$ cat src/rtl/core/mncc_pkg.sv
// Shared constants and types for the masked normalized cross-correlation block.
// No dependencies; used by mncc_front, mncc_back and the top level.
package mncc_pkg;

    localparam int SAMPLE_BITS_DEF = 16;
    localparam int COUNT_BITS_DEF  = 24;
    localparam int QUEUE_DEPTH     = 2;

    localparam int FIELD_W   = 16;   // width of a sample port field
    localparam int NCC_W     = 32;
    localparam int STATUS_W  = 2;
    localparam int ACNT_W    = 25;
    localparam int FRAC_BITS = 30;   // Q1.30 result
    localparam int OUT_DATA_W = 64;  // ncc_value + active_count padded to bytes

    typedef enum logic [STATUS_W-1:0] {
        ST_OK    = 2'd0,
        ST_EMPTY = 2'd1,
        ST_FLAT  = 2'd2
    } status_t;

endpackage

$ cat src/rtl/core/mncc_front.sv
// Front end: takes voxel transfers, forms squares and cross products, accumulates masked sums.
// Uses mncc_pkg; pushes one sum record per image into mncc_queue.
module mncc_front #(
    parameter int SAMPLE_BITS = mncc_pkg::SAMPLE_BITS_DEF,
    parameter int COUNT_BITS  = mncc_pkg::COUNT_BITS_DEF,
    parameter int DEPTH       = mncc_pkg::QUEUE_DEPTH,
    parameter int REC_W       = 8
) (
    input  logic                         clk,
    input  logic                         rst_n,
    input  logic                         s_tvalid,
    output logic                         s_tready,
    input  logic [mncc_pkg::FIELD_W-1:0] ref_sample,
    input  logic [mncc_pkg::FIELD_W-1:0] warped_sample,
    input  logic                         in_mask,
    input  logic                         ref_valid,
    input  logic                         warped_valid,
    input  logic                         last_voxel,
    input  logic [$clog2(DEPTH+1)-1:0]   q_count,
    output logic                         q_push,
    output logic [REC_W-1:0]             q_data
);
    localparam int CNT_W = COUNT_BITS + 1;
    localparam int SUM_W = SAMPLE_BITS + COUNT_BITS + 1;
    localparam int SQ_W  = 2*SAMPLE_BITS + COUNT_BITS + 1;
    localparam int QC_W  = $clog2(DEPTH+1);

    // product stage
    logic                            p_valid_reg;
    logic                            p_active_reg;
    logic                            p_last_reg;
    logic signed [SAMPLE_BITS-1:0]   p_x_reg;
    logic signed [SAMPLE_BITS-1:0]   p_y_reg;
    logic signed [2*SAMPLE_BITS-1:0] p_xx_reg;
    logic signed [2*SAMPLE_BITS-1:0] p_yy_reg;
    logic signed [2*SAMPLE_BITS-1:0] p_xy_reg;

    // accumulators
    logic [CNT_W-1:0]        n_reg,   n_next;
    logic signed [SUM_W-1:0] sx_reg,  sx_next;
    logic signed [SUM_W-1:0] sy_reg,  sy_next;
    logic signed [SQ_W-1:0]  sxx_reg, sxx_next;
    logic signed [SQ_W-1:0]  syy_reg, syy_next;
    logic signed [SQ_W-1:0]  sxy_reg, sxy_next;

    logic signed [SAMPLE_BITS-1:0] x_in;
    logic signed [SAMPLE_BITS-1:0] y_in;
    logic                          accept;
    logic                          take;
    logic [QC_W:0]                 pending;

    assign x_in = $signed(ref_sample[SAMPLE_BITS-1:0]);
    assign y_in = $signed(warped_sample[SAMPLE_BITS-1:0]);

    // a last item in the product stage still owes the queue one record
    assign pending  = (QC_W+1)'(q_count) + (QC_W+1)'(p_valid_reg && p_last_reg);
    assign s_tready = (pending < (QC_W+1)'(DEPTH));
    assign accept   = s_tvalid && s_tready;

    // sums saturate by ignoring pairs once the count is full
    assign take = p_valid_reg && p_active_reg && !n_reg[COUNT_BITS];

    always_comb
    begin
        n_next   = n_reg;
        sx_next  = sx_reg;
        sy_next  = sy_reg;
        sxx_next = sxx_reg;
        syy_next = syy_reg;
        sxy_next = sxy_reg;
        if (take)
        begin
            n_next   = n_reg + 1'b1;
            sx_next  = sx_reg  + SUM_W'(p_x_reg);
            sy_next  = sy_reg  + SUM_W'(p_y_reg);
            sxx_next = sxx_reg + SQ_W'(p_xx_reg);
            syy_next = syy_reg + SQ_W'(p_yy_reg);
            sxy_next = sxy_reg + SQ_W'(p_xy_reg);
        end
    end

    assign q_push = p_valid_reg && p_last_reg;
    assign q_data = {n_next, sx_next, sy_next, sxx_next, syy_next, sxy_next};

    always_ff @(posedge clk)
    begin
        if (accept)
        begin
            p_x_reg  <= x_in;
            p_y_reg  <= y_in;
            p_xx_reg <= x_in * x_in;
            p_yy_reg <= y_in * y_in;
            p_xy_reg <= x_in * y_in;
            p_active_reg <= in_mask && ref_valid && warped_valid;
            p_last_reg   <= last_voxel;
        end
    end

    always_ff @(posedge clk or negedge rst_n)
    begin
        if (!rst_n)
        begin
            p_valid_reg <= 1'b0;
            n_reg   <= '0;
            sx_reg  <= '0;
            sy_reg  <= '0;
            sxx_reg <= '0;
            syy_reg <= '0;
            sxy_reg <= '0;
        end
        else
        begin
            p_valid_reg <= accept;
            if (q_push)
            begin
                n_reg   <= '0;
                sx_reg  <= '0;
                sy_reg  <= '0;
                sxx_reg <= '0;
                syy_reg <= '0;
                sxy_reg <= '0;
            end
            else
            begin
                n_reg   <= n_next;
                sx_reg  <= sx_next;
                sy_reg  <= sy_next;
                sxx_reg <= sxx_next;
                syy_reg <= syy_next;
                sxy_reg <= sxy_next;
            end
        end
    end

endmodule

$ cat config.mk
export PLATFORM = sky130hd
export DESIGN_NAME = mncc_front
export DESIGN_NICKNAME = d
export VERILOG_FILES = /design/src/rtl/core/mncc_pkg.sv /design/src/rtl/core/mncc_front.sv
export SDC_FILE = /design/constraint.sdc
export NUM_CORES = 1
export LEC_CHECK = 0
export BUFFER_PORTS_ARGS = -buffer_cell sky130_fd_sc_hd__buf_2
export CORE_ASPECT_RATIO = 1.75
export CORE_MARGIN = 2
export CORE_UTILIZATION = 52
export CTS_CLUSTER_SIZE = 16
export DETAILED_ROUTE_END_ITERATION = 10
export PLACE_DENSITY_LB_ADDON = 0.3
export SLEW_MARGIN = 20
export SYNTH_ARGS = -nofsm -noshare
export SYNTH_HDL_FRONTEND = slang
export SYNTH_SLANG_ARGS = --single-unit
$ cat constraint.sdc
create_clock -name clk -period 2 [get_ports clk]
set_input_delay 0.1 -clock clk [delete_from_list [all_inputs] [get_ports clk]]
set_output_delay 0.1 -clock clk [all_outputs]
set_load 0.03 [all_outputs]
Word level (Yosys, flattened, before mapping)
Index checks and enable logic that the tools add are counted.

operators by class
  $add $sub $neg = 3
  multiply operators = 1
  magnitude comparators = 1
  multiplexer cells = 4
  reduce and logical (&&, ||, !) cells = 8

operators by type and width
  cell                                                        count
  two-way mux 57 bit                                          2
  adder 57 x 32 -> 57 bit                                     1
  two-way mux 25 bit                                          2
  multiplier 16 x 16 -> 32 bit                                1
  adder 25 x 1 -> 25 bit, second input constant               1
  logical AND 1 bit                                           6
  adder 2 x 1 -> 3 bit                                        1
  less-than comparator 3 x 2 -> 1 bit, second input constant  1
  nonzero test 2 bit                                          1
  logical NOT 1 bit                                           1

word-level totals
  flip-flop bits (word level) = 117
  bits of input ports = 41
  output and inout port bits = 10
  logic and storage cells = 24

Logic depth before layout (Yosys ltp)
  depth after elaboration = 4
  gate-level depth with buffers = 15
  depth with buffers taken out = 15

Worst setup path after synthesis
OpenSTA, ideal clock, no wires.

  kind = in2reg
  from = input port warped_sample[3] (netlist name)
  to = register p_xy_reg[7] (data pin)
  library setup time = 0.260 ns
  data arrival time = 3.277 ns
  data required time = 1.740 ns
  setup slack = -1.537 ns
  stages on the path = 15
  path buffers = 0
  path through = and2_1 > fa_1 > ha_1 > ha_1 > inv_1 > fa_1 > inv_1 > ha_1 > inv_1 > fa_1 > inv_1 > ha_1 > a21oi_1 > xnor2_1 > xnor2_1

between the ends
  word-level cells in the longest chain between the ends = 1

ends and longest elaborated chain
  element                       RTL line          text
  start, declared               mncc_front.sv:14  input logic [mncc_pkg::FIELD_W-1:0] warped_sample,
  multiplier 16 x 16 -> 32 bit  mncc_front.sv:93  p_xy_reg <= x_in * y_in;
  end signal, assigned          mncc_front.sv:93
  end, declared                 mncc_front.sv:36  logic signed [2*SAMPLE_BITS-1:0] p_xy_reg;

Every way passes these cells.
A chain may end at the register's enable or synchronous reset.

Final worst setup path
  from = input port ref_sample[4] (netlist name)
  to = register p_xy_reg[7] (data pin)

between the ends
  word-level cells in the longest chain between the ends = 1

ends and longest elaborated chain
  element                       RTL line          text
  start, declared               mncc_front.sv:13  input logic [mncc_pkg::FIELD_W-1:0] ref_sample,
  multiplier 16 x 16 -> 32 bit  mncc_front.sv:93

Every way passes these cells.

==> summary.txt <==
number of antenna violations at the first check in global routing = 0
Residual DRC = 0
TritonCTS Sinks = 44
syn avg cell area = 9.82 um2
wire per inst = 17.1 um
status = finished with violations
Max Freq = 307 MHz
drt initial violations = 174
period utilization = 1.63
DR vias/cell = 5.47
Final ANT Viol Nets = 0
Relative slew margins = 0.489
peak supply drop = 0.000393 V
Crit. Startpoint = ref_sample[4]
share of layout cells above drive strength 1 = 0.335
clock latency on the worst-skew pair = 0.32 ns
startpoint types = input pin
combinational share of power = 0.495
clock buffer count from CTS = 5
Clock Tree Root = clkbuf_8
CP max-delay cell = fa_1
Clk network pwr share = 0.183
Hold Startpoint = ref_valid
RePlAce Congestion = 0.834
Initial Util = 0.536
failing checks = negative setup slack
Gate Count Post-Synth = 321
clock slew seen by the registers of the worst setup and hold paths = 0.08 ns
synth unique cells = 37
Worst Path Required = 2.06 ns
total power = 3.33 mW
Clock Skew = 0.0108 ns
Yosys Warn Count = 0
leakage = 1.97 nW
switching pwr = 1.17 mW
setup ws final = -1.25 ns
Mapped Nets = 406
ANT cells = 0
H-Tree Depth = 2
Global Route Usage Sum = 0.244
first-pass GRT wire length = 12,500 um
sequential share of power = 0.322
Max FO, Critical Path = 3
vias in the first global route = 2,819
reg2reg start = p_xy_reg[1]
Crit path largest cell delay = 0.52 ns
pre-CTS setup slack = -1.57 ns
max reg flops = 25
port bufs = 34
Die Wd = 62.9 um
final setup vio count = 11
total congestion overflow = 0
maxcap violations = 0
Post-Route WL = 8060 um
Slew @ Worst Pin = 0.766 ns
num rows = 37
height of the die = 107 um
CP Cell Sequence = buf_6 > and2_4 > fa_1 > ha_4 > ha_4 > inv_2 > fa_1 > inv_2 > ha_4 > inv_2 > fa_1 > inv_2 > ha_4 > a21oi_2 > xnor2_1 > xnor2_1
unrepaired setup endpoints after global routing = true
internal power = 2.16 mW
CP Class = input pin to register
I/O pin cnt = 51
Pre-antenna DRT Iters = 6
die area = 6730 um2
Mapped Area = 3150 um2
fin nets = 478
critical path capture point type = register
vias = 2,580
Final Max Tran Viols = 0
largest net degree at the start of global routing = 35
post-synthesis sequential area ratio = 0.365
TNS Setup = -4.48 ns
crit path DAT = 3.32 ns
power per cell area = 787 nW/um2
sw frac = 0.350
CTS tree = done
number of synthesized register bits = 44
fin crit period = 3.25 ns
Detailed Place HPWL = 5630 um
clk buf depth = 2
Tightest Hold Check Type = input pin to register
P&R area growth vs syn = 34.2%
final hold violations = 0
core area = 5880 um2
per-stage QoR:
stage	cells	hold WS, ns	cell area [um2]	utilization
CTS	471	0.120	4080	0.694
global placement	459	0.222	3760	0.640
floorplan	321	-0.196	3270	-
global route	472	0.125	4230	0.720
detailed placement	459	0.223	3760	0.640
finish	472	0.109	4230	0.720
power by group through the flow:
stage          registers, mW  clock network (mW)  logic (mW)
4_1_cts                 1.07               0.611        1.47
5_1_grt                 1.08               0.643        1.78
3_5_place_dp            1.08                   0        1.27
2_1_floorplan           1.07                   0       0.838
3_3_place_gp            1.08                   0        1.22
6_report                1.07               0.609        1.65
cells by family (layout without fill, tap and decap cells):
group / count (synthesis) / in the layout / synth area share
compound gates: 33 / 33 / 0.0675
flops: 44 / 44 / 0.365
xor+xnor: 44 / 44 / 0.122
simple gates: 133 / 133 / 0.216
buf+inv: 23 / 96 / 0.0286
fa+ha+maj: 44 / 44 / 0.201
layer usage:
layer | track usage | share of wire
met2 | 0.491 | 0.59
met1 | 0.213 | 0.33
met5 | 0 | 0
met3 | 0.0409 | 0.027
met4 | 0.152 | 0.043
placed cells by master (no fill, tap or decap), types with 7 or more instances in the layout:
cell,instances
nand3_1,14
ha_1,15
nand2_1,34
buf_6,20
xnor2_1,17
nor2_1,28
xor2_1,24
ha_4,17
and3_1,7
dfrtp_1,34
fa_1,8
inv_1,11
and2_1,21
buf_2,22
buf_4,28
edfxtp_1,10
synth_stat cells, drive strengths merged:
| cell type | number | area (um2) |
|---|---|---|
| nand2 | 35 | 131 |
| dfrtp | 34 | 851 |
| ha | 33 | 413 |
| nor2 | 28 | 105 |
| and2 | 27 | 169 |
| xor2 | 25 | 219 |
| xnor2 | 19 | 166 |
| inv | 15 | 56.3 |
| nand3 | 15 | 75.1 |
| fa | 11 | 220 |
| edfxtp | 10 | 300 |
| o21ai | 10 | 50.0 |
| a21oi | 9 | 48.8 |
| and3 | 7 | 43.8 |
| clkbuf | 5 | 18.8 |
| nand4 | 5 | 31.3 |
| nor2b | 5 | 31.3 |
| a21o | 4 | 30.0 |
| a211oi | 3 | 27.5 |
| buf | 3 | 15.0 |
| nor3 | 3 | 26.3 |
| or3 | 3 | 23.8 |
| and4 | 2 | 17.5 |
| o21a | 2 | 15.0 |
| a31oi | 1 | 6.26 |
| a41oi | 1 | 8.76 |
| and3b | 1 | 8.76 |
| and4b | 1 | 10.0 |
| nand3b | 1 | 7.51 |
| o21bai | 1 | 7.51 |
| o221a | 1 | 11.3 |
| o31ai | 1 | 7.51 |
worst paths after layout:
path                                      to  slack (ns)  cells after the start
worst max-delay path             p_xy_reg[7]       -1.25                     16
worst min-delay path            p_active_reg        0.11                      2
worst max register to register    sxy_reg[7]       -0.06                      7
worst min register to register     n_reg[15]        0.55                      2
max in group asynchronous         sxy_reg[4]        1.12                      2
min in group asynchronous           n_reg[5]        0.38                      2
worst max-delay path: cells and delay by family:
kind,cells,cell delay (ns)
compound gates,1,0.06
xor+xnor,2,0.30
fa+ha+maj,7,2.44
buf+inv,5,0.26
simple gates,1,0.15
cell type report:
type                       count  area [um2]
timing repair buffer          73         581
tap                           78        97.6
clock inverter                 2        13.8
sequential                    44        1150
clock buffer                   6        82.6
multi-input combinational    254        2250
inverter                      15        56.3
fill                         433        1650
timing repair:
action | CTS | global route
gates resized for setup | 43 | 25
pin swaps | 29 | 15
hold endpoints to repair | 35 | 0
setup buffers | 3 | 1
endpoints found under the setup margin | 13 | 13
hold buffers | 2 | 0
No activity file was read; power rests on OpenSTA's default activity.
