File: src/rtl/core/mncc_queue.sv
// Small result-record queue between the accumulating front end and the back end.
// Depends on nothing outside this file.
module mncc_queue #(
    parameter int W     = 8,
    parameter int DEPTH = 2
) (
    input  logic                         clk,
    input  logic                         rst_n,
    input  logic                         push,
    input  logic [W-1:0]                 din,
    input  logic                         pop,
    output logic [W-1:0]                 dout,
    output logic                         empty,
    output logic [$clog2(DEPTH+1)-1:0]   count
);
    localparam int PW = (DEPTH > 1) ? $clog2(DEPTH) : 1;
    localparam int CW = $clog2(DEPTH+1);

    logic [W-1:0]  mem [DEPTH];
    logic [PW-1:0] wr_ptr_reg;
    logic [PW-1:0] rd_ptr_reg;
    logic [CW-1:0] count_reg;

    always_ff @(posedge clk)
    begin
        if (push)
        begin
            mem[wr_ptr_reg] <= din;
        end
    end

    always_ff @(posedge clk or negedge rst_n)
    begin
        if (!rst_n)
        begin
            wr_ptr_reg <= '0;
            rd_ptr_reg <= '0;
            count_reg  <= '0;
        end
        else
        begin
            if (push)
            begin
                wr_ptr_reg <= (wr_ptr_reg == PW'(DEPTH-1)) ? '0 : wr_ptr_reg + 1'b1;
            end
            if (pop)
            begin
                rd_ptr_reg <= (rd_ptr_reg == PW'(DEPTH-1)) ? '0 : rd_ptr_reg + 1'b1;
            end
            if (push && !pop)
            begin
                count_reg <= count_reg + 1'b1;
            end
            else if (pop && !push)
            begin
                count_reg <= count_reg - 1'b1;
            end
        end
    end

    assign dout  = mem[rd_ptr_reg];
    assign empty = (count_reg == '0);
    assign count = count_reg;

endmodule

File: config.mk
export PLATFORM = sky130hd
export DESIGN_NAME = mncc_queue
export DESIGN_NICKNAME = d
export VERILOG_FILES = /design/src/rtl/core/mncc_queue.sv
export SDC_FILE = /design/constraint.sdc
export NUM_CORES = 1
export LEC_CHECK = 0
export ABC_AREA = 1
export BUFFER_PORTS_ARGS = -buffer_cell sky130_fd_sc_hd__buf_2
export CAP_MARGIN = 30
export CORE_MARGIN = 8
export CORE_UTILIZATION = 34
export CTS_CLUSTER_DIAMETER = 50
export DETAILED_ROUTE_END_ITERATION = 6
export GPL_ROUTABILITY_DRIVEN = 0
export GPL_TIMING_DRIVEN = 0
export PLACE_DENSITY = 0.54
export SYNTH_ARGS = -nofsm -noshare
export SYNTH_HDL_FRONTEND = slang
export SYNTH_SLANG_ARGS = --single-unit
File: constraint.sdc
create_clock -name clk -period 2.5 [get_ports clk]
set_input_delay 0 -clock clk [delete_from_list [all_inputs] [get_ports clk]]
set_output_delay 0 -clock clk [all_outputs]
set_load 0.05 [all_outputs]
# After elaboration in Yosys (flattened, before gate mapping)
# Memories as Yosys holds them, arrays and structs flattened.
# Index checks and enable logic that the tools add are counted.
[classes]
n_mux = 6
n_reduce_logical = 6
addsub = 4
[op_table]
columns = ["op", "n"]
rows = [
  ["$mux W1", 4],
  ["$mux W2", 2],
  ["$add A1 B1 Y1 const B", 2],
  ["$add A2 B1 Y2 const B", 1],
  ["$logic_and A1 B1 Y1", 2],
  ["$logic_not A1 Y1", 2],
  ["$logic_not A2 Y1", 1],
  ["$reduce_bool A2 Y1", 1],
  ["$sub A2 B1 Y2 const B", 1],
]
[totals]
memories = 1
output_inout_bits = 11
register_bits = 4
ram_bits = 16
input_bits = 12
wordCells = 20
[memory_table]
columns = ["name", "words", "word_bits", "read_ports", "rd_clocked_by_memory_dff", "wr", "line", "source"]
rows = [
  ["mem", 2, 8, 1, 0, 1, "19", "logic [W-1:0] mem [DEPTH];"],
]

# Depth between registers and ports, before layout
# Gate-level depths: netlist (run 1).
[depth]
word_depth = 4
mapped_depth = 7
depth_no_buf = 7

# Least setup slack after synthesis (run 1)
# Ideal clock, no wire load.
[synth_path]
path_kind = "reg-to-output"
startpoint = "reg count_reg[0] (netlist: count[0])"
endpoint = "out empty"
required_time_ns = 2.500
arrival_ns = 1.318
stages_incl_launch_ff = 2
n_path_buf = 0
slack_ns = 1.182
path_cell_list = "dfrtp_1 -> nor2_1"
[synth_between]
elab_chain_cells = 1
[synth_lines]
columns = ["item", "line", "source"]
rows = [
  ["start, declared", "22", "logic [CW-1:0] count_reg;"],
  ["start signal, assigned", "52", "count_reg <= count_reg + 1'b1;"],
  ["start signal, assigned", "56", "count_reg <= count_reg - 1'b1;"],
  ["$logic_not A2 Y1", "62", "assign empty = (count_reg == '0);"],
  ["end, declared", "13", "output logic empty,"],
]
# No other way between the ends.

# Final worst setup path (run 1)
[layout_path]
startpoint = "reg rd_ptr_reg"
endpoint = "out dout[1]"
[layout_between]
elab_chain_cells = 1
[layout_lines]
columns = ["item", "line", "source"]
rows = [
  ["start, declared", "21", "logic [PW-1:0] rd_ptr_reg;"],
  ["start signal, assigned", "48", "rd_ptr_reg <= (rd_ptr_reg == PW'(DEPTH-1)) ? '0 : rd_ptr_reg + 1'b1;"],
  ["$mem_v2 Z2 W8", "n/a", ""],
  ["end, declared", "12", "output logic [W-1:0] dout,"],
]
# No other way between the ends.

==> metrics.txt, run 1 <==
status=complete, no violations; CORE AREA=0.00223 mm2; Final min period=1.35 ns; Post-CTS Repair Setup Buffers=0; Syn Area/Cell=about 17 um2; maxcap violations=0; number of global-route vias before repair=around 520; Num CTS Buffers=3; CTS tree=built; post-route DRC violation count=0; Unique masters post-synth=12; Synth top area share=0.590; Initial Utilization=0.365; H-tree levels=1; TNS Setup=0 ns; die width=64.9 um; CTS clk-pin slew, worst paths=0.11 ns; Power Density=1180 mW/mm2; # fillers=between 200 and 250; Post-synth EDFFs=16; Synthesis Warnings=0; flops & latches, synth=20; area leader, netlist=edfxtp_1; Initial DRC Count=6; maximum clock rate=~740 MHz; # rows=17; Worst-Margin Slew=between 0.7 and 0.8 ns; antenna viol nets, final=0; pin count of the biggest net entering global routing=12; ys flop type=edfxtp_1; Placement Setup Slack=around 1.1 ns; Leakage=~0.50 nW; Synth top cells by count=edfxtp_1 (16), mux2_4 (8), inv_1 (7); via count=a little under 500; first-pass GRT wire length=between 2000 and 2500 um; Syn Inst Count=49; Critical Path RT=2.50 ns; Clock Tree Buf Depth=2; critical path type=reg2out; nets=100; Post-Synth Simple-Gate Area=0.0461; # setup viols final=0; Arr. time, crit path=between 1 and 1.5 ns; Area Overhead vs Synth=35.8%; Via density=roughly 4.3; CTS Hold Bufs=11; hold slack=roughly 0.033 ns; combinational family with the most area after synthesis=multiplexers; Clock Skew=around 0.0024 ns; Max Slew Vio Count=0; die area=0.00422 mm2; All-Layer GR Usage=0.0685; dpl cells=between 90 and 100; XOR/XNOR share of the synthesized area=0.0323; register share of total power=0.377; worst-case reg-to-reg path depth=1; top post-synthesis cells by area=edfxtp_1 (59%), mux2_4 (15%), dfrtp_1 (12%); Layout Utilization=0.495; adder-cell share of the synthesized area=0.0154; Die Y=about 65 um; Finished Layout Cells=between 100 and 150; RSZ-0062 raised after global routing=false; Compound-Gate Fraction of Synth Area=0; diode count=0; Root Driver=clkbuf_4; R2R Setup Slk=between 1 and 1.5 ns; Max rail drop VDD=665 uV; reg2reg end=mem[0][5]; PortBufs=22; num ports=23; Synth Cell Area=about 810 um2; Async SR Flop Fraction=0.200; Tcrit/Tclk final=0.542; final hold vios=0; initial antenna violation count=0; worst skew pair latency=0.29 ns; post-route setup slack=1.15 ns; startpoint types=flip-flop; wire per inst=~12 um; sequential fraction of the synthesis area=0.713; max reg flops=16; Comb pwr share=0.485; most numerous cell in the Yosys netlist=edfxtp_1; worst min-delay path class=in2async; Internal=between 0.7 and 0.8 mW; multiplexer area fraction after synthesis=0.147; sw frac=0.429; Synth Net Count=62; clock sink total=20; Post-Route WL=about 1400 um; Slew HR=0.521; reg-to-reg startpoint=wr_ptr_reg; GRT overflow=0; kind of end point of the critical path=primary output; Post-CTS Resized=0; first-pass iteration count of the detailed router=2; power share of the clock group=0.139; Switch Pwr=roughly 0.56 mW; CP max FO=9; layout cell share with drive strength beyond 1=0.407
==> cells in the final DEF (no fill, tap or decap), types with 2 or more instances in the layout <==
cell type      instances
buf_2                 22
clkbuf_4               3
dfrtp_1                4
dlygate4sd3_1         11
edfxtp_1              16
inv_1                  7
mux2_4                 8
nand2_1                5
nor2_1                 2
xor2_1                 2
==> logic make-up after synthesis <==
| kind of cell | after synthesis |
|---|---|
| xor+xnor | 3 |
| mux | 8 |
| buf+inv | 8 |
| flops | 20 |
| fa+ha+maj | 1 |
| simple gates | 9 |
==> area by class of cell <==
type,count,area [um2],area share
plain buffers,1,11.3,0.0102
clock buffers,4,36.3,0.0328
inverters,7,26.3,0.0238
multi-input cells,21,196,0.178
flip-flops and latches,20,581,0.525
well taps,28,35.0,0.0317
repair buffers,33,220,0.199
==> power by group through the flow <==
stage / Sequential (mW) / Clock, mW / Combinational [mW]
6_report: 0.493 / 0.182 / 0.635
5_1_grt: 0.503 / 0.197 / 0.675
4_1_cts: 0.495 / 0.186 / 0.645
3_5_place_dp: 0.502 / 0 / 0.631
3_3_place_gp: 0.497 / 0 / 0.629
2_1_floorplan: 0.552 / 0 / 0.458
==> layer usage <==
layer,track usage,vias up,wire length [um]
li1,-,241,-
met1,0.0794,235,614
met2,0.114,15,640
met3,0.0241,2,94
met4,0.0245,0,14
met5,0,-,0
==> per-stage QoR <==
stage	total power [mW]	cell area (um2)
2_1_floorplan	1.01	815
3_3_place_gp	1.13	960
3_5_place_dp	1.13	960
4_1_cts	1.33	1110
5_1_grt	1.38	1110
6_report	1.31	1110
==> worst max path at each step <==
stage	cells after the start	end	start	slack (ns)
2_1_floorplan	1	empty	count[0]	1.18
3_3_place_gp	1	mem[0][3]	wr_ptr_reg	1.14
3_5_place_dp	1	mem[0][3]	wr_ptr_reg	1.14
4_1_cts	1	mem[0][2]	wr_ptr_reg	1.13
5_1_grt	1	mem[0][2]	wr_ptr_reg	1.05
6_report	3	dout[1]	rd_ptr_reg	1.15
==> critical path: stages, from the launching register on <==
cell	delay, ns
dfrtp_1	0.39
buf_6	0.16
mux2_4	0.30
buf_2	0.21
(Power assumes the default switching activity.)
==> run 2: changes to the inputs <==
PLACE_DENSITY = 0.56   (was 0.54)
clock period = 1.2 ns   (was 2.5 ns; I/O delays follow)
==> metrics.txt, run 2 (same netlist as run 1, synthesis figures left out) <==
first-pass GRT wire length=2460 um (+7.9%); wire per inst=12.3 um (+3.4%); layout cell share with drive strength beyond 1=0.425 (+0.0183); Layout Utilization=0.521 (+0.0258); maximum clock rate=777 MHz; post-layout instance area=0.00116 mm2 (+5.2%); R2R Setup Slk=0.12 ns (-1.03 ns); Comb pwr share=0.530 (+0.045); nets=101 (+1.0%); Slew HR=0.790 (+0.269); HPWL Detailed=about 1100 um; via count=482 (-2.2%); Tcrit/Tclk final=1.07; Switch Pwr=1.21 mW (+120%); Worst-Margin Slew=0.315 ns (-0.401 ns); startpoint types=flip-flop; post-route setup slack=-0.0875 ns (-1.23 ns); pin count of the biggest net entering global routing=12 (unchanged); max reg flops=16 (unchanged); # rows=17 (unchanged); Initial Utilization=0.365 (unchanged); Leakage=0.516 nW (+3.4%); Internal=1.66 mW (+120%); Max rail drop VDD=1130 uV (+70%); Area after DPL=962 um2 (+0.26%); Critical path origin=rd_ptr_reg; critical path type=reg2out; Num CTS Buffers=3 (unchanged); failing checks=negative setup slack; initial antenna violation count=0 (unchanged); Clock Skew=0.00549 ns (+0.00306 ns); first-pass iteration count of the detailed router=4 (+2); GRT overflow=0 (unchanged); Power Density=2470 mW/mm2 (+110%); CORE AREA=0.00223 mm2 (unchanged); Total Power=2.87 mW (+120%); power share of the clock group=0.106 (-0.033); worst min-delay path class=in2async; reg2reg end=mem[1][5]; Critical Path End=dout[6]; antenna viol nets, final=0 (unchanged); CP max FO=9 (unchanged); Via density=4.19 (-3.1%); post-route DRC violation count=0 (unchanged); Root Driver=clkbuf_4; TNS Setup=-0.688 ns (-0.688 ns); kind of end point of the critical path=primary output; Max Slew Vio Count=0 (unchanged); num ports=23 (unchanged); number of global-route vias before repair=540 (+4.2%); die area=0.00422 mm2 (unchanged); final hold vios=0 (unchanged); # setup viols final=8 (+8); Arr. time, crit path=1.29 ns (-0.06 ns); Post-Route WL=1420 um (+4.3%); CTS clk-pin slew, worst paths=0.10 ns (about the same); Initial DRC Count=7 (+1); PortBufs=22 (unchanged); Final min period=approximately 1.3 ns; CTS tree=built; register share of total power=0.364 (-0.013); Clock Tree Buf Depth=2 (unchanged); All-Layer GR Usage=0.0753 (+0.00675); sw frac=0.422 (-0.00756); reg-to-reg startpoint=wr_ptr_reg; worst skew pair latency=0.29 ns (about the same); most common cell after layout, fill and taps aside=edfxtp_1; Area Overhead vs Synth=42.9%; # fillers=199 (-10%); die width=64.9 um (unchanged); diode count=0 (unchanged); Die Y=64.9 um (unchanged); clock sink total=20 (unchanged); RSZ-0062 raised after global routing=true; status=finished with violations; Critical Path RT=1.20 ns (-1.30 ns); most frequent cells in the layout=edfxtp_1 (16), buf_2 (14), dlygate4sd3_1 (11); maxcap violations=0 (unchanged); H-tree levels=1 (unchanged); worst-case reg-to-reg path depth=2 (+1)
## run 2: changes by cell type in the layout (fill, tap and decap cells not counted)
cell,delta
nor2_2,+1
buf_4,+1
nor2_1,-2
nor2_4,+1
clkinv_1,+1
buf_6,+8
buf_2,-8
clkbuf_8,-1
## run 2: routing by layer
| layer | part of all wire | GRT usage |
|---|---|---|
| met1 | 0.39 | 0.0784 |
| met2 | 0.50 | 0.124 |
| met3 | 0.091 | 0.0241 |
| met4 | 0.019 | 0.0572 |
| met5 | 0 | 0 |
## run 2: final cells by class
class | instances | area, um2 | area share
Inverter | 7 | 26.3 | 0.0226
Clock inverter | 1 | 3.75 | 0.00323
Tap cell | 28 | 35.0 | 0.0301
Sequential cell | 20 | 581 | 0.499
Buffer | 1 | 11.3 | 0.00968
Timing Repair Buffer | 34 | 278 | 0.239
Clock buffer | 3 | 22.5 | 0.0194
Multi-Input combinational cell | 21 | 206 | 0.177
## run 2: how the worst min path moves through the flow
stage | start | cells after the start | slack [ns] | endpoint
detailed placement | rst_n | 1 | -0.19 | rd_ptr_reg
global route | rst_n | 2 | 0.02 | rd_ptr_reg
CTS | rst_n | 2 | 0.02 | rd_ptr_reg
finish | rst_n | 2 | 0.03 | wr_ptr_reg
floorplan | rst_n | 0 | -0.30 | count[0]
global placement | rst_n | 1 | -0.19 | count[1]
## run 2: metrics by stage
step                setup slack (ns)  hold WS (ns)  instances
floorplan                     0.0562        -0.296         49
global placement              -0.167        -0.194         99
detailed placement            -0.160        -0.191         99
CTS                           -0.114        0.0227        115
global route                  -0.147        0.0152        115
finish                       -0.0875        0.0280        115
## run 2: power groups by stage
| stage | logic [mW] | clock network [mW] | registers (mW) |
|---|---|---|---|
| after global routing | 1.61 | 0.357 | 1.07 |
| after global placement | 1.31 | 0 | 1.04 |
| after floorplan | 0.957 | 0 | 1.15 |
| after CTS | 1.54 | 0.326 | 1.04 |
| final | 1.52 | 0.304 | 1.05 |
| after detailed placement | 1.32 | 0 | 1.06 |
## run 2: timing repair
| item | in CTS | in global routing |
|---|---|---|
| setup buffers | 1 | 0 |
| gates resized for setup | 17 | 1 |
| endpoints found under the hold margin | 22 | 0 |
| hold buffers | 11 | 0 |
| gates cloned | 0 | 0 |
| endpoints found under the setup margin | 16 | 16 |
## run 2: critical path, stage by stage (launching register included)
cell     delay, ns
dfrtp_1       0.39
buf_6         0.15
mux2_4        0.30
buf_6         0.15
==> run 3: changes to the inputs <==
==> constraint.sdc (replaced) <==
create_clock -name clk -period 1.2 [get_ports clk]
set_input_delay 0.06 -clock clk [delete_from_list [all_inputs] [get_ports clk]]
set_output_delay 0.06 -clock clk [all_outputs]
set_load 0.05 [all_outputs]
==> metrics.txt, run 3 (same netlist as run 1, synthesis figures left out) <==
status=finished with violations; failing checks=negative setup slack; layout cell share with drive strength beyond 1=0.425 (unchanged); kind of end point of the critical path=primary output; Slew HR=0.790 (unchanged); Critical Path RT=1.14 ns (-0.06 ns); Post-Route WL=1420 um (unchanged); CP dominant cell by count=buf_6; initial antenna violation count=0 (unchanged); Die Y=64.9 um (unchanged); diode count=0 (unchanged); first-pass iteration count of the detailed router=4 (unchanged); Clock Tree Buf Depth=2 (unchanged); Tcrit/Tclk final=1.12 (+0.0500); PortBufs=22 (unchanged); # rows=17 (unchanged); first-pass GRT wire length=2460 um (unchanged); nets=101 (unchanged); RSZ-0062 raised after global routing=true; worst skew pair latency=0.29 ns (about the same); # setup viols final=8 (unchanged); Finished Layout Cells=115 (unchanged); via count=482 (unchanged); Initial Utilization=0.365 (unchanged); critical path type=reg2out; number of global-route vias before repair=540 (unchanged); pin count of the biggest net entering global routing=12 (unchanged); CP max FO=9 (unchanged); H-tree levels=1 (unchanged); TNS Setup=-1.17 ns (-0.480 ns); max reg flops=16 (unchanged); CP max-delay cell=dfrtp_1; wire per inst=12.3 um (unchanged); startpoint types=flip-flop; CP peak stage delay=0.39 ns (about the same); Max Slew Vio Count=0 (unchanged); die area=0.00422 mm2 (unchanged); clock sink total=20 (unchanged); worst min-delay path class=in2async; All-Layer GR Usage=0.0753 (unchanged); Max rail drop VDD=1130 uV (about the same); CORE AREA=0.00223 mm2 (unchanged); Leakage=0.516 nW (about the same); # fillers=200 (+0.50%); CTS tree=built; Num CTS Buffers=3 (unchanged); post-route DRC violation count=0 (unchanged); Clock Skew=0.00549 ns (unchanged); CP Cell Sequence=buf_6, mux2_4, buf_6; maxcap violations=0 (unchanged); most frequent cells in the layout=edfxtp_1 (16), buf_2 (13), dlygate4sd3_1 (11); Area after DPL=962 um2 (unchanged); Via density=4.19 (unchanged); dpl cells=99 (unchanged); num ports=23 (unchanged); Power Density=2470 mW/mm2 (+0.12%); Arr. time, crit path=1.29 ns (about the same); Initial DRC Count=7 (unchanged); hold slack=0.0880 ns (+0.0600 ns); maximum clock rate=742 MHz (-4.5%); Placement Setup Slack=-0.160 ns (unchanged); Final min period=1.35 ns (+0.0600 ns); post-layout instance area=0.00117 mm2 (+0.21%); CTS clk-pin slew, worst paths=0.10 ns (about the same); post-route setup slack=-0.147 ns (-0.0600 ns); Area Overhead vs Synth=43.2%; die width=64.9 um (unchanged); most common cell after layout, fill and taps aside=edfxtp_1; GRT overflow=0 (unchanged); HPWL Detailed=1070 um (unchanged); Root Driver=clkbuf_4; antenna viol nets, final=0 (unchanged); Worst-Margin Slew=0.315 ns (unchanged); final hold vios=0 (unchanged)
[run 3: report_power, final]
| part | internal, mW | switching, mW | total (mW) |
|---|---|---|---|
| sequential | 0.941 | 0.105 | 1.05 |
| combinational | 0.606 | 0.923 | 1.53 |
| clock | 0.121 | 0.184 | 0.304 |
[run 3: final timing paths]
path,start,end,slack [ns],cells past startpoint
setup reg to reg,wr_ptr_reg,mem[1][5],0.12,2
setup / recovery,rd_ptr_reg,dout[6],-0.15,3
hold / removal,rst_n,wr_ptr_reg,0.09,2
min in group clk,din[0],mem[1][0],0.48,2
max in group asynchronous,rst_n,rd_ptr_reg,1.00,2
hold reg to reg,wr_ptr_reg,wr_ptr_reg,0.56,1
[run 3: through the flow]
step | utilization | power (mW)
after detailed placement | 0.431 | 2.38
after global routing | 0.522 | 3.04
after global placement | 0.431 | 2.35
final | 0.522 | 2.88
after CTS | 0.519 | 2.91
after floorplan | - | 2.11
[run 3: what timing repair did]
| action | CTS | global route |
|---|---|---|
| resized for setup | 17 | 2 |
| buffers inserted | 1 | 0 |
| hold buffers | 11 | 0 |
| endpoints found under the hold margin | 22 | 0 |
| endpoints found under the setup margin | 16 | 17 |
[run 3: layout make-up]
class                      count  area (um2)  share of cell area
multi-input combinational     21         206               0.177
timing repair buffer          34         280               0.240
clock inverter                 1        3.75             0.00322
clock buffer                   3        22.5              0.0193
buffer                         1        11.3             0.00966
sequential                    20         581               0.498
tap                           28        35.0              0.0300
inverter                       7        26.3              0.0225
[run 3: layer usage]
| metal | GRT usage | share of wire | vias to the layer above |
|---|---|---|---|
| met5 | 0 | 0 | - |
| met2 | 0.124 | 0.50 | 16 |
| met3 | 0.0241 | 0.091 | 2 |
| li1 | - | - | 246 |
| met4 | 0.0572 | 0.019 | 0 |
| met1 | 0.0784 | 0.39 | 218 |
[run 3: critical path: cells and delay by family (launching register included)]
family                 cells  cell delay (ns)
buffers and inverters      2             0.30
multiplexers               1             0.30
flip-flops                 1             0.39
